File: src/rtl/core/h2r_pkg.sv
// ----------------------------------------------------------------------------
// h2r_pkg
// Shared types, constants and helpers for the HSV to RGB converter.
// ----------------------------------------------------------------------------
package h2r_pkg;

    localparam int HUE_W  = 15;
    localparam int CH_W   = 8;
    localparam int SV_W   = 16;
    localparam int DIST_W = 12;
    localparam int PROD_W = SV_W + DIST_W;

    // One 60 degree sector in 1/64 degree units
    localparam logic [DIST_W-1:0] SECTOR_SPAN = 12'd3840;

    // floor(x/15) == (x*137) >> 11 for the 7-bit upper hue bits
    localparam logic [7:0] RECIP15_SMALL = 8'd137;
    localparam int         RECIP15_SMALL_SH = 11;

    // ceil(2^28/15); exact floor(y/15) for y < 2^20
    localparam logic [24:0] RECIP15_WIDE = 25'd17895698;
    localparam int          RECIP15_WIDE_SH = 28;

    typedef enum logic [2:0] {
        SEC_RY = 3'd0,   // red max, green rising
        SEC_YG = 3'd1,   // green max, red falling
        SEC_GC = 3'd2,   // green max, blue rising
        SEC_CB = 3'd3,   // blue max, green falling
        SEC_BM = 3'd4,   // blue max, red rising
        SEC_MR = 3'd5    // red max, blue falling (also out-of-range hue)
    } sector_t;

    typedef struct packed {
        logic [SV_W-1:0]   sv;
        logic [CH_W-1:0]   val;
        sector_t           sector;
        logic              odd;
        logic [DIST_W-1:0] rem;
    } s1_t;

    typedef struct packed {
        logic [PROD_W-1:0] prod;
        logic [CH_W-1:0]   val;
        sector_t           sector;
        logic [CH_W-1:0]   zero_ch;
    } s2_t;

    typedef struct packed {
        logic [SV_W-1:0]   quot;
        logic [CH_W-1:0]   val;
        sector_t           sector;
        logic [CH_W-1:0]   zero_ch;
    } s3_t;

    typedef struct packed {
        logic [CH_W-1:0] red;
        logic [CH_W-1:0] green;
        logic [CH_W-1:0] blue;
    } rgb_t;

    // ceil(x/255) for x <= 65025
    function automatic logic [CH_W-1:0] div255_ceil(input logic [SV_W-1:0] x);
        logic [SV_W:0] y;
        logic [SV_W:0] q;
        y = {1'b0, x} + 17'd254;
        q = (y + {8'd0, y[SV_W:8]} + 17'd1) >> 8;
        return q[CH_W-1:0];
    endfunction

endpackage

File: src/rtl/core/h2r_prep.sv
// ----------------------------------------------------------------------------
// h2r_prep
// Stages 1 and 2: chroma product, sector split, distance product.
// ----------------------------------------------------------------------------
module h2r_prep (
    input  logic                    clk,
    input  logic                    en1,
    input  logic                    en2,
    input  logic [h2r_pkg::HUE_W-1:0] hue,
    input  logic [h2r_pkg::CH_W-1:0]  saturation,
    input  logic [h2r_pkg::CH_W-1:0]  brightness,
    output h2r_pkg::s2_t            s2
);
    import h2r_pkg::*;

    s1_t s1_reg, s1_next;
    s2_t s2_reg, s2_next;

    logic [14:0]       qprod;
    logic [3:0]        sec_raw;
    logic [7:0]        sec15;
    logic [HUE_W-1:0]  rem_full;
    logic [DIST_W-1:0] peak_dist;

    // Stage 1
    always_comb
    begin
        qprod    = {8'd0, hue[14:8]} * {7'd0, RECIP15_SMALL};
        sec_raw  = qprod[RECIP15_SMALL_SH +: 4];
        sec15    = {sec_raw, 4'd0} - {4'd0, sec_raw};
        rem_full = hue - {sec15[6:0], 8'd0};

        s1_next.sv     = {8'd0, saturation} * {8'd0, brightness};
        s1_next.val    = brightness;
        s1_next.odd    = sec_raw[0];
        s1_next.rem    = rem_full[DIST_W-1:0];
        s1_next.sector = (sec_raw >= 4'd5) ? SEC_MR : sector_t'(sec_raw[2:0]);
    end

    // Stage 2: distance from the sector peak, scaled by chroma
    always_comb
    begin
        peak_dist = s1_reg.odd ? s1_reg.rem : (SECTOR_SPAN - s1_reg.rem);

        s2_next.prod    = {{DIST_W{1'b0}}, s1_reg.sv} * {{SV_W{1'b0}}, peak_dist};
        s2_next.val     = s1_reg.val;
        s2_next.sector  = s1_reg.sector;
        s2_next.zero_ch = s1_reg.val - div255_ceil(s1_reg.sv);
    end

    always_ff @(posedge clk)
    begin
        if (en1)
        begin
            s1_reg <= s1_next;
        end
        if (en2)
        begin
            s2_reg <= s2_next;
        end
    end

    assign s2 = s2_reg;

endmodule

File: src/rtl/core/h2r_scale.sv
// ----------------------------------------------------------------------------
// h2r_scale
// Stage 3: ceiling divide of the distance product by 256*15.
// ----------------------------------------------------------------------------
module h2r_scale (
    input  logic         clk,
    input  logic         en,
    input  h2r_pkg::s2_t s2,
    output h2r_pkg::s3_t s3
);
    import h2r_pkg::*;

    s3_t s3_reg, s3_next;

    logic [PROD_W:0] rounded;
    logic [19:0]     y;
    logic [44:0]     mprod;

    always_comb
    begin
        // ceil(/256) then ceil(/15) via reciprocal; prod + 255 stays below 2^28
        rounded = {1'b0, s2.prod} + 29'd255;
        y       = rounded[PROD_W-1:8] + 20'd14;
        mprod   = {25'd0, y} * {20'd0, RECIP15_WIDE};

        s3_next.quot    = mprod[RECIP15_WIDE_SH +: SV_W];
        s3_next.val     = s2.val;
        s3_next.sector  = s2.sector;
        s3_next.zero_ch = s2.zero_ch;
    end

    always_ff @(posedge clk)
    begin
        if (en)
        begin
            s3_reg <= s3_next;
        end
    end

    assign s3 = s3_reg;

endmodule

File: src/rtl/core/h2r_place.sv
// ----------------------------------------------------------------------------
// h2r_place
// Stage 4: final /255 ceiling, sector placement into R, G, B.
// ----------------------------------------------------------------------------
module h2r_place (
    input  logic          clk,
    input  logic          en,
    input  h2r_pkg::s3_t  s3,
    output h2r_pkg::rgb_t rgb
);
    import h2r_pkg::*;

    rgb_t rgb_reg, rgb_next;

    logic [CH_W-1:0] sec_ch;

    always_comb
    begin
        // max channel equals value; the others are at most value
        sec_ch = s3.val - div255_ceil(s3.quot);
        unique case (s3.sector)
            SEC_RY:  rgb_next = '{red: s3.val,     green: sec_ch,     blue: s3.zero_ch};
            SEC_YG:  rgb_next = '{red: sec_ch,     green: s3.val,     blue: s3.zero_ch};
            SEC_GC:  rgb_next = '{red: s3.zero_ch, green: s3.val,     blue: sec_ch};
            SEC_CB:  rgb_next = '{red: s3.zero_ch, green: sec_ch,     blue: s3.val};
            SEC_BM:  rgb_next = '{red: sec_ch,     green: s3.zero_ch, blue: s3.val};
            default: rgb_next = '{red: s3.val,     green: s3.zero_ch, blue: sec_ch};
        endcase
    end

    always_ff @(posedge clk)
    begin
        if (en)
        begin
            rgb_reg <= rgb_next;
        end
    end

    assign rgb = rgb_reg;

endmodule

File: src/rtl/core/hsv_to_rgb_converter.sv
// ----------------------------------------------------------------------------
// hsv_to_rgb_converter
// Four-stage pipelined HSV to RGB pixel converter.
// ----------------------------------------------------------------------------
// Usage:
//   s_axis carries one HSV pixel per transfer: hue in 1/64 degree units
//   (0..23039), saturation and brightness as fractions of 255.
//   m_axis carries one RGB pixel per transfer, each channel rounded down.
//   Exactly one output transfer per input transfer, in order.
// Throughput: one pixel per clock unless m_axis stalls; the multiplier stages
//   (8x8 chroma, 16x12 distance product, 20x25 reciprocal divide) each sit in
//   their own register stage.
// Reset: rst_n clears all stage valid bits; the pipeline comes up empty and
//   ready.
// Stall: each stage holds while the next one is full and stalled; bubbles
//   are squeezed out, so s_axis_tready drops only once all four stages hold
//   pixels behind a stalled m_axis_tready. Nothing is lost or repeated.
// Hue of 23040 or more takes the red-max placement of the last sector (SEC_MR).
// ----------------------------------------------------------------------------
module hsv_to_rgb_converter (
    input  logic        clk,
    input  logic        rst_n,
    input  logic        s_axis_tvalid,
    output logic        s_axis_tready,
    input  logic [31:0] s_axis_tdata,   // [14:0] hue, [22:15] saturation,
                                        // [30:23] brightness, [31] zero
    output logic        m_axis_tvalid,
    input  logic        m_axis_tready,
    output logic [23:0] m_axis_tdata    // [7:0] red, [15:8] green, [23:16] blue
);
    import h2r_pkg::*;

    logic [3:0] valid_reg, valid_next;
    logic [3:0] stage_en;

    s2_t  s2;
    s3_t  s3;
    rgb_t rgb;

    // Per-stage enable: a stage loads when it is empty or its successor moves
    always_comb
    begin
        stage_en[3] = !valid_reg[3] || m_axis_tready;
        stage_en[2] = !valid_reg[2] || stage_en[3];
        stage_en[1] = !valid_reg[1] || stage_en[2];
        stage_en[0] = !valid_reg[0] || stage_en[1];
    end

    always_comb
    begin
        valid_next = valid_reg;
        if (stage_en[0])
        begin
            valid_next[0] = s_axis_tvalid;
        end
        if (stage_en[1])
        begin
            valid_next[1] = valid_reg[0];
        end
        if (stage_en[2])
        begin
            valid_next[2] = valid_reg[1];
        end
        if (stage_en[3])
        begin
            valid_next[3] = valid_reg[2];
        end
    end

    always_ff @(posedge clk or negedge rst_n)
    begin
        if (!rst_n)
        begin
            valid_reg <= '0;
        end
        else
        begin
            valid_reg <= valid_next;
        end
    end

    // Stages 1-2: chroma, sector, distance product
    h2r_prep u_prep (
        .clk        (clk),
        .en1        (stage_en[0]),
        .en2        (stage_en[1]),
        .hue        (s_axis_tdata[14:0]),
        .saturation (s_axis_tdata[22:15]),
        .brightness (s_axis_tdata[30:23]),
        .s2         (s2)
    );

    // Stage 3: divide by 256*15
    h2r_scale u_scale (
        .clk (clk),
        .en  (stage_en[2]),
        .s2  (s2),
        .s3  (s3)
    );

    // Stage 4: divide by 255, place channels
    h2r_place u_place (
        .clk (clk),
        .en  (stage_en[3]),
        .s3  (s3),
        .rgb (rgb)
    );

    assign s_axis_tready = stage_en[0];
    assign m_axis_tvalid = valid_reg[3];
    assign m_axis_tdata  = {rgb.blue, rgb.green, rgb.red};

endmodule

File: config.mk
export PLATFORM = sky130hd
export DESIGN_NAME = hsv_to_rgb_converter
export DESIGN_NICKNAME = d
export VERILOG_FILES = /design/src/rtl/core/h2r_pkg.sv /design/src/rtl/core/h2r_prep.sv /design/src/rtl/core/h2r_scale.sv /design/src/rtl/core/h2r_place.sv /design/src/rtl/core/hsv_to_rgb_converter.sv
export SDC_FILE = /design/constraint.sdc
export NUM_CORES = 1
export LEC_CHECK = 0
export BUFFER_PORTS_ARGS = -buffer_cell sky130_fd_sc_hd__buf_2
export CAP_MARGIN = 20
export CORE_MARGIN = 2
export CORE_UTILIZATION = 45
export CTS_CLUSTER_DIAMETER = 150
export DETAILED_ROUTE_END_ITERATION = 10
export GPL_ROUTABILITY_DRIVEN = 0
export PLACE_DENSITY = 0.68
export REMOVE_ABC_BUFFERS = 1
export SETUP_SLACK_MARGIN = 0.02
export SLEW_MARGIN = 10
export SYNTH_ARGS = -nofsm -noshare
export SYNTH_HDL_FRONTEND = slang
export SYNTH_SLANG_ARGS = --single-unit
File: constraint.sdc
create_clock -name clk -period 8.97 [get_ports clk]
set_input_delay 0.4485 -clock clk [delete_from_list [all_inputs] [get_ports clk]]
set_output_delay 0.4485 -clock clk [all_outputs]
set_load 0.05 [all_outputs]
## Word-level counts from Yosys, hierarchy flattened

Cells that the tools add are included.

| word-level totals | value |
|---|---|
| bits in registers | 150 |
| latch bits | 0 |
| bits in writable memories | 0 |
| memory bits (read-only) | 0 |
| bits of input ports | 36 |
| output and inout port bits | 26 |
| logic and storage cells | 53 |
| memories | 0 |

| cells by class | value |
|---|---|
| add/subtract/negate cells | 13 |
| $mul | 4 |
| div/mod/pow operators | 0 |
| $lt $le $gt $ge | 1 |
| eq/ne operators | 4 |
| shift-type cells | 0 |
| mux-type cells | 2 |
| bitwise gates (word level) | 0 |
| reductions and logical operators | 9 |

Operators by type and width:

| operator | number |
|---|---|
| case mux 24 bit (5 select lines) | 1 |
| multiplier 20 x 24 -> 43 bit (second input constant) | 1 |
| adder 16 x 8 -> 17 bit (second input constant) | 2 |
| adder 16 x 1 -> 16 bit (second input constant) | 2 |
| adder 16 x 9 -> 16 bit | 2 |
| adder 28 x 8 -> 28 bit (second input constant) | 1 |
| multiplier 16 x 12 -> 28 bit | 1 |
| adder 20 x 4 -> 20 bit (second input constant) | 1 |
| multiplier 8 x 8 -> 16 bit | 1 |
| subtractor 8 bit | 2 |
| multiplier 7 x 8 -> 15 bit (second input constant) | 1 |
| two-way mux 12 bit | 1 |
| subtractor 12 bit | 1 |
| subtractor 12 bit (first input constant) | 1 |
| equality test 3 x 2 -> 1 bit (second input constant) | 2 |
| >= comparator 4 x 3 -> 1 bit (second input constant) | 1 |
| zero test 1 bit | 4 |
| logical OR 1 bit | 4 |
| subtractor 1 x 4 -> 4 bit (first input constant) | 1 |
| equality test 3 x 1 -> 1 bit (second input constant) | 1 |
| equality test 3 bit (second input constant) | 1 |
| zero test 3 bit | 1 |

## Logic depth before layout (Yosys ltp)

Gate-level depths: netlist of the first run.

| depth | value |
|---|---|
| depth in word-level cells | 5 |
| gate-level depth with buffers | 35 |
| depth with buffers taken out | 35 |

## Modules after synthesis

A second synthesis of the first run with hierarchy kept.

| unflattened totals | value |
|---|---|
| cell total of the unflattened synthesis | 2,122 |
| area, all modules | 20,612.3 µm² |

By module, submodules not included:

| module | times used | cells each | area an instance (µm²) | sequential area each (µm²) |
|---|---|---|---|---|
| h2r_prep | 1 | 1,301 | 12,512.0 | 2,612.5 |
| h2r_scale | 1 | 503 | 5,413.9 | 1,051.0 |
| h2r_place | 1 | 305 | 2,517.4 | 720.7 |
| hsv_to_rgb_converter | 1 | 13 | 168.9 | 100.1 |

## Worst setup path after synthesis of the first run

No wires, ideal clock.

| timing | value |
|---|---|
| path kind | register to register |
| start point | reg u_prep.s2_reg (netlist bit u_prep.s2[23]) |
| end point | reg u_scale.s3_reg (netlist bit u_scale.s3[34]), data pin |
| data arrival time | 8.266 ns |
| required time | 8.712 ns |
| slack | 0.446 ns |
| cell stages (with the launch flop) | 35 |
| path buffers | 0 |
| clock period less this slack | 8.524 ns |
| cells stage by stage | edfxtp_1 -> or4_1 -> o21ai_0 -> xnor2_1 -> inv_1 -> ha_1 -> nor2_1 -> nand4b_1 -> o211a_1 -> nand3b_1 -> a21o_1 -> nor3_1 -> xor2_1 -> ha_1 -> inv_1 -> fa_1 -> inv_1 -> fa_1 -> inv_1 -> fa_1 -> inv_1 -> fa_1 -> inv_1 -> fa_1 -> inv_1 -> ha_1 -> nand3_1 -> nor3_1 -> nand2_1 -> nor3_1 -> a41oi_1 -> o21ai_1 -> a41o_1 -> a31o_2 -> xnor2_1 |

| between the ends | value |
|---|---|
| longest elaborated chain between the ends | 3 |

Ends and longest elaborated chain:

| what | line | text |
|---|---|---|
| start: declaration | h2r_prep.sv:17 | `s2_t s2_reg, s2_next;` |
| start signal: assignment | h2r_prep.sv:59 | `s2_reg <= s2_next;` |
| adder 28 x 8 -> 28 bit | h2r_scale.sv:22 | `rounded = {1'b0, s2.prod} + 29'd255;` |
| adder 20 x 4 -> 20 bit | h2r_scale.sv:23 | `y = rounded[PROD_W-1:8] + 20'd14;` |
| multiplier 20 x 24 -> 43 bit | h2r_scale.sv:24 | `mprod = {25'd0, y} * {20'd0, RECIP15_WIDE};` |
| via u_scale.mprod[43] | h2r_scale.sv:17 | `logic [44:0] mprod;` |
| end signal: assignment | h2r_scale.sv:36 | `s3_reg <= s3_next;` |
| end: declaration | h2r_scale.sv:13 | `s3_t s3_reg, s3_next;` |

The timed path passes the listed nets, and every way through them passes these cells.
A chain may end at the register's enable or synchronous reset.

## Worst setup path after layout of the first run

| timing | value |
|---|---|
| start point | reg u_prep.s2_reg (netlist bit u_prep.s2[19]) |
| end point | reg u_scale.s3_reg (netlist bit u_scale.s3[31]), data pin |

The elaborated chain is that of the path after synthesis.

==> summary.txt, run 1 <==
Die
  – Die H: 216 microns
  – Core Region: 44300 sq um
  – IO Count: 62
  – Die extent in x: 216 microns
  – FP Rows: between 70 and 80
  – Initial Util: 0.458
  – Area of the die: 46800 sq um

Layout
  – Final std cells w/o fill: 2760
  – Area growth syn-to-layout: 8.50%
  – Nets: 2721
  – Layout cells sized above 1: 0.0660
  – Max reg flops: 47
  – N_diodes: 0

Worst setup path
  – Worst Setup SP: u_prep.s2[19]
  – Crit path depth: 36
  – Register-to-register setup slack: 0.60 ns
  – Worst Setup End Kind: register
  – Top cell family by delay on the critical path: adder cells
  – Critical Path Source Type: register
  – Slowest Stage Delay on Critical Path: around 0.59 ns
  – Worst r2r dst: u_scale.s3[31]
  – Worst setup path endpoint: u_scale.s3[31]
  – Worst-path fanout max: 6
  – CP most frequent cell: inv_1
  – Setup CP Type: reg -> reg
  – Crit path DAT: 8.55 ns
  – Worst path bufs/invs: 9
  – FF-to-FF Start: u_prep.s2[19]
  – R2R cell count: 36
  – CP max stage cell: fa_1
  – Worst EP required: 9.15 ns

Clocking
  – CTS tree: built
  – Clock sink total: 150
  – CTS Root Cell: clkbuf_16
  – CTS Buf Count: 17
  – CTS H-tree lvls: 4
  – CTS max path bufs: 2
  – Clock latency on the worst-skew pair: 0.44 ns
  – CTS clk-pin slew, worst paths: 0.07 ns

Timing
  – Tcrit/Tclk final: 0.933
  – Setup-failing EPs final: 0
  – Skew final: 0.0130 ns
  – Setup TNS: 0 ns
  – Fmax: 0.119 GHz
  – Final min period: between 8 and 9 ns
  – RSZ-0062 raised after global routing: false
  – Max-slew violation count: 0
  – Least-Margin Pin Slew: 0.940 ns
  – Hold Vio Cnt, Final: 0
  – Relative slew slack: 0.373
  – Hold_ws: between 0.15 and 0.2 ns

Route
  – DRT antenna net count: 0
  – Post-DR wirelength/cell: 15.4 microns
  – Post-route DRC violation count: 0
  – Vias per cell: 5.26
  – Iteration-0 DRC Markers: 947
  – DR vias: 14500
  – DR pass1 iterations: 6
  – Final wirelength: 42.6 mm

Logic synthesis
  – Main area contributors after synthesis: fa_1, edfxtp_1, ha_1
  – Synth cell types: 67
  – Share of the synthesized area in the top cell type: 0.227
  – Asr flop ratio synth: 0.0267
  – Yosys warning count: 0
  – Sequential area share after synthesis: 0.221
  – FF+latch count, synth: 150
  – Mapped Area: 20300 sq um
  – Post-synth EDFFs: 146
  – Mapped Cells: ~2100
  – Area leader, netlist: fa_1
  – Synth Area per Inst: 9.64 sq um
  – Ys flop type: edfxtp_1

Global routing
  – Initial antenna violation count: 1
  – Total track usage: 0.186
  – Vias in the first global route: 14800
  – Largest net degree at the start of global routing: 59
  – Total congestion overflow: 0
  – First-pass GRT wire length: 71.2 mm

Hold path
  – Hold Crit Class: in -> reg

Placed design
  – Post-detail-place hpwl: 34.6 mm
  – PortBufs: 60
  – Placed insts: between 2000 and 3000

Job
  – Max Cap Viol: 0

Run status
  – Status: finished clean
[Yosys cell counts, drive strengths merged (20+ instances only)]
cell,instances
inv,369
ha,299
nor2b,52
and2,66
xnor2,83
nand3,24
edfxtp,146
nor2,92
fa,230
nand2b,20
a21oi,70
nand2,232
xor2,50
a21o,37
o21ai,74
clkbuf,50
nor3,27
[how the worst min path moves through the flow]
stage / start / endpoint / slack, ns / cells after the start
4_1_cts: s_axis_tdata[4] / u_prep.s1_reg[4] / 0.16 / 1
5_1_grt: s_axis_tdata[3] / u_prep.s1_reg[3] / 0.17 / 1
3_3_place_gp: rst_n / valid_reg[0] / 0.25 / 1
3_5_place_dp: rst_n / valid_reg[2] / 0.26 / 1
6_report: s_axis_tdata[2] / u_prep.s1_reg[2] / 0.18 / 1
2_1_floorplan: rst_n / valid_reg[0] / 0.15 / 0
[final cells by class]
cell class                 instances  area [sq um]
clock buffer                      18           429
clock inverter                    13           169
tap                              592           741
multi-input combinational       1530         14300
inverter                         369          1390
sequential                       150          4480
fill                            4065         22300
timing repair buffer              88           513
[worst register-to-register path: cells and delay by family (launching register included)]
kind	cells	cell delay, ns
DFF	1	0.35
xor gates and xnor gates	3	0.48
buffers and inverters	9	0.80
and+or+nand+nor	10	1.99
adders and majority gates	8	3.41
AOI/OAI and AO/OA	6	1.10
[repair_timing]
action                                  4_1_cts  5_1_grt
pin swaps                                     0        6
gates resized for setup                       1       13
endpoints found under the setup margin        2       14
setup buffers                                 0        4
hold buffers                                  1        0
endpoints found under the hold margin         4        0
[metal layers]
metal  wire (microns)  track usage  vias up
li1                 -            -     7037
met1            19000        0.243     7078
met2            20800        0.324      339
met3             1760       0.0223       65
met4              995       0.0553        0
met5                0            0        -
[kinds of logic after synthesis]
group / after synthesis / synth area share
flops: 150 / 0.221
mux: 3 / 0.00154
fa+ha+maj: 530 / 0.412
xor+xnor: 134 / 0.0585
simple gates: 574 / 0.137
buf+inv: 424 / 0.0785
compound gates: 289 / 0.0919
[cells in the final DEF (no fill, tap or decap), types with 4 or more instances in the layout]
cell	instances
nand4_1	11
buf_4	27
a221oi_1	9
a21o_1	36
and4_1	4
xor2_1	50
nor2b_1	52
ha_1	296
or4_1	4
clkbuf_16	17
nand2_1	232
o21a_1	8
dfrtp_1	4
o21bai_1	7
a2111oi_0	4
or3_1	4
o211ai_1	15
a21oi_1	69
inv_1	369
nor2_1	92
nand3_1	23
fa_1	230
xnor2_1	82
nand2b_1	20
inv_6	5
a21boi_0	8
edfxtp_1	146
nor4_1	4
a31oi_1	16
a211o_1	4
buf_2	60
and3_1	14
a211oi_1	7
or2_2	5
o21ai_0	70
and2_1	66
nor3_1	24
[through the flow]
step / util / worst slack, ns / area [sq um]
floorplan: - / 0.446 / 20100
global placement: 0.481 / 0.245 / 21300
detailed placement: 0.481 / 0.0209 / 21300
CTS: 0.495 / 0.0328 / 21900
global route: 0.497 / 0.0798 / 22000
finish: 0.497 / 0.599 / 22000
Power of run 1 is not shown: default switching activity piles up to over one toggle a cycle in this logic, so the estimate is an artifact.
==> inputs of run 2 (changes only) <==
ABC_AREA = 1   (was default)
CORE_ASPECT_RATIO = 1.75   (was default)
CORE_UTILIZATION = 52   (was 45)
PLACE_DENSITY = 0.76   (was 0.68)
==> summary.txt, run 2 <==
Run status
  – Status: finished clean

Layout
  – Nets: 3255 (+20%)
  – Commonest non-fill, non-tap cell in the layout: nand2_1
  – N_diodes: 0 (unchanged)
  – Most frequent cells in the layout: nand2_1, inv_1, ha_1
  – Area growth syn-to-layout: 6.67%
  – Max reg flops: 47 (unchanged)
  – Fin util: 0.559 (+0.0620)
  – Layout cells sized above 1: 0.0503 (-0.0156)
  – Fillers: 3654 (-10%)

Placed design
  – Post-detail-place hpwl: 45.8 mm (+32%)
  – PortBufs: 60 (unchanged)

Die
  – Die extent in x: 159 microns (-27%)
  – Initial Util: 0.524 (+0.0660)
  – IO Count: 62 (unchanged)
  – Core Region: 41500 sq um (-6.4%)
  – Area of the die: 43500 sq um (-7.0%)
  – Die H: 274 microns (+27%)
  – FP Rows: 99 (+29%)

Worst setup path
  – Critical Path Source Type: register
  – Worst Setup End Kind: register
  – CP max stage cell: fa_1
  – Crit path DAT: 7.85 ns (-0.70 ns)
  – Worst EP required: 9.17 ns (+0.02 ns)
  – Slowest Stage Delay on Critical Path: 0.60 ns (about the same)
  – Setup CP Type: reg -> reg
  – Worst-path fanout max: 7 (+1)

Logic synthesis
  – Area leader, netlist: fa_1
  – Mapped Cells: 2651 (+26%)
  – Asr flop ratio synth: 0.0267 (unchanged)
  – FF+latch count, synth: 150 (unchanged)
  – Synth cell types: 49 (-27%)
  – Main area contributors after synthesis: fa_1, edfxtp_1, ha_1
  – Ys flop type: edfxtp_1
  – Share of the synthesized area in the top cell type: 0.212 (-0.0151)
  – Yosys warning count: 0 (unchanged)
  – Synth Area per Inst: 8.20 sq um (-15%)
  – Most numerous cell in the Yosys netlist: nand2_1
  – Post-synth EDFFs: 146 (unchanged)
  – Mapped Area: 21700 sq um (+7.1%)
  – Sequential area share after synthesis: 0.206 (-0.0147)
  – Commonest cells in the netlist: nand2_1, inv_1, ha_1

Hold path
  – Hold Crit Class: in -> reg

Timing
  – Max-slew violation count: 0 (unchanged)
  – Setup-failing EPs final: 0 (unchanged)
  – RSZ-0062 raised after global routing: false
  – Fmax: 0.131 GHz (+9.3%)
  – Least-Margin Pin Slew: 1.04 ns (+0.101 ns)
  – Setup TNS: 0 ns (unchanged)
  – Tcrit/Tclk final: 0.853 (-0.0798)
  – Hold Vio Cnt, Final: 0 (unchanged)
  – Final min period: 7.66 ns (-0.715 ns)
  – Hold_ws: 0.171 ns (-0.0129 ns)
  – Skew final: 0.0125 ns (-0.000440 ns)
  – Relative slew slack: 0.306 (-0.0674)

Route
  – DR pass1 iterations: 9 (+3)
  – Iteration-0 DRC Markers: 1261 (+33%)
  – Post-DR wirelength/cell: 17.2 microns (+11%)
  – Vias per cell: 5.54 (+5.3%)
  – Post-route DRC violation count: 0 (unchanged)
  – Final wirelength: 56.0 mm (+31%)
  – DRT antenna net count: 0 (unchanged)
  – DR vias: 18000 (+24%)

Clocking
  – Clock sink total: 150 (unchanged)
  – CTS clk-pin slew, worst paths: 0.07 ns (about the same)
  – CTS Buf Count: 17 (unchanged)
  – CTS max path bufs: 2 (unchanged)
  – CTS Root Cell: clkbuf_16
  – CTS H-tree lvls: 4 (unchanged)
  – Post_cts resized: 0 (-1)
  – CTS tree: built
  – Clock latency on the worst-skew pair: 0.45 ns (about the same)

Global routing
  – Largest net degree at the start of global routing: 48 (-19%)
  – Initial antenna violation count: 1 (unchanged)
  – Vias in the first global route: 19100 (+29%)
  – Total track usage: 0.269 (+0.0824)
  – Total congestion overflow: 0 (unchanged)
  – First-pass GRT wire length: 90.7 mm (+27%)

Job
  – Max Cap Viol: 0 (unchanged)
run 2: worst max-delay path: cells and delay by family (launching register included):
family                     cells  cell delay (ns)
adders and majority gates      8             3.44
and+or+nand+nor               14             2.10
buffers and inverters          8             0.67
xor gates and xnor gates       3             0.46
DFF                            1             0.44
AOI/OAI and AO/OA              2             0.27
run 2: repair_timing:
action | in CTS | in global routing
endpoints found under the hold margin | 4 | 0
setup endpoints to repair | 0 | 0
hold buffers | 1 | 0
setup buffers | 0 | 0
run 2: path summary, 6_finish.rpt:
| check | startpoint | end | slack (ns) | depth (start not counted) |
|---|---|---|---|---|
| min in group asynchronous | rst_n | valid_reg[3] | 0.35 | 2 |
| worst max register to register | u_prep.s2[26] | u_scale.s3[29] | 1.31 | 35 |
| max in group asynchronous | rst_n | valid_reg[2] | 8.50 | 2 |
| worst min register to register | u_prep.s2[7] | u_scale.s3[7] | 0.41 | 0 |
| worst min-delay path | s_axis_tdata[6] | u_prep.s1_reg[6] | 0.17 | 1 |
| worst max-delay path | u_prep.s2[26] | u_scale.s3[29] | 1.31 | 35 |
run 2: kinds of logic (layout without fill, tap and decap cells):
family | after synthesis | in the layout | synth area share
and+or+nand+nor | 990 | 990 | 0.190
buffers and inverters | 615 | 667 | 0.107
adders and majority gates | 529 | 529 | 0.384
AOI/OAI and AO/OA | 262 | 262 | 0.0703
DFF | 150 | 150 | 0.206
xor gates and xnor gates | 105 | 105 | 0.0423
run 2: per-layer routing:
layer | vias to the layer above | GRT usage | routed length [microns]
met2 | 727 | 0.495 | 29800
met1 | 8544 | 0.253 | 18100
met5 | - | 0 | 17
met3 | 319 | 0.0507 | 3000
met4 | 2 | 0.214 | 5020
li1 | 8456 | - | -
run 2: cell type report:
class	count	area [sq um]	share of cell area
clock buffers	18	429	0.0185
multi-input cells	1886	14900	0.644
well taps	555	694	0.0300
inverters	569	2140	0.0921
clock inverters	14	161	0.00696
repair buffers	66	348	0.0150
flip-flops and latches	150	4480	0.193
run 2: stage by stage:
step | setup WS [ns] | instances | instance area [sq um]
global placement | 1.60 | 3225 | 22600
finish | 1.31 | 3258 | 23200
detailed placement | 1.42 | 3225 | 22600
global route | 0.894 | 3258 | 23200
CTS | 1.40 | 3258 | 23200
floorplan | 2.11 | 2605 | 21500
Power of run 2 is left out for the same reason.
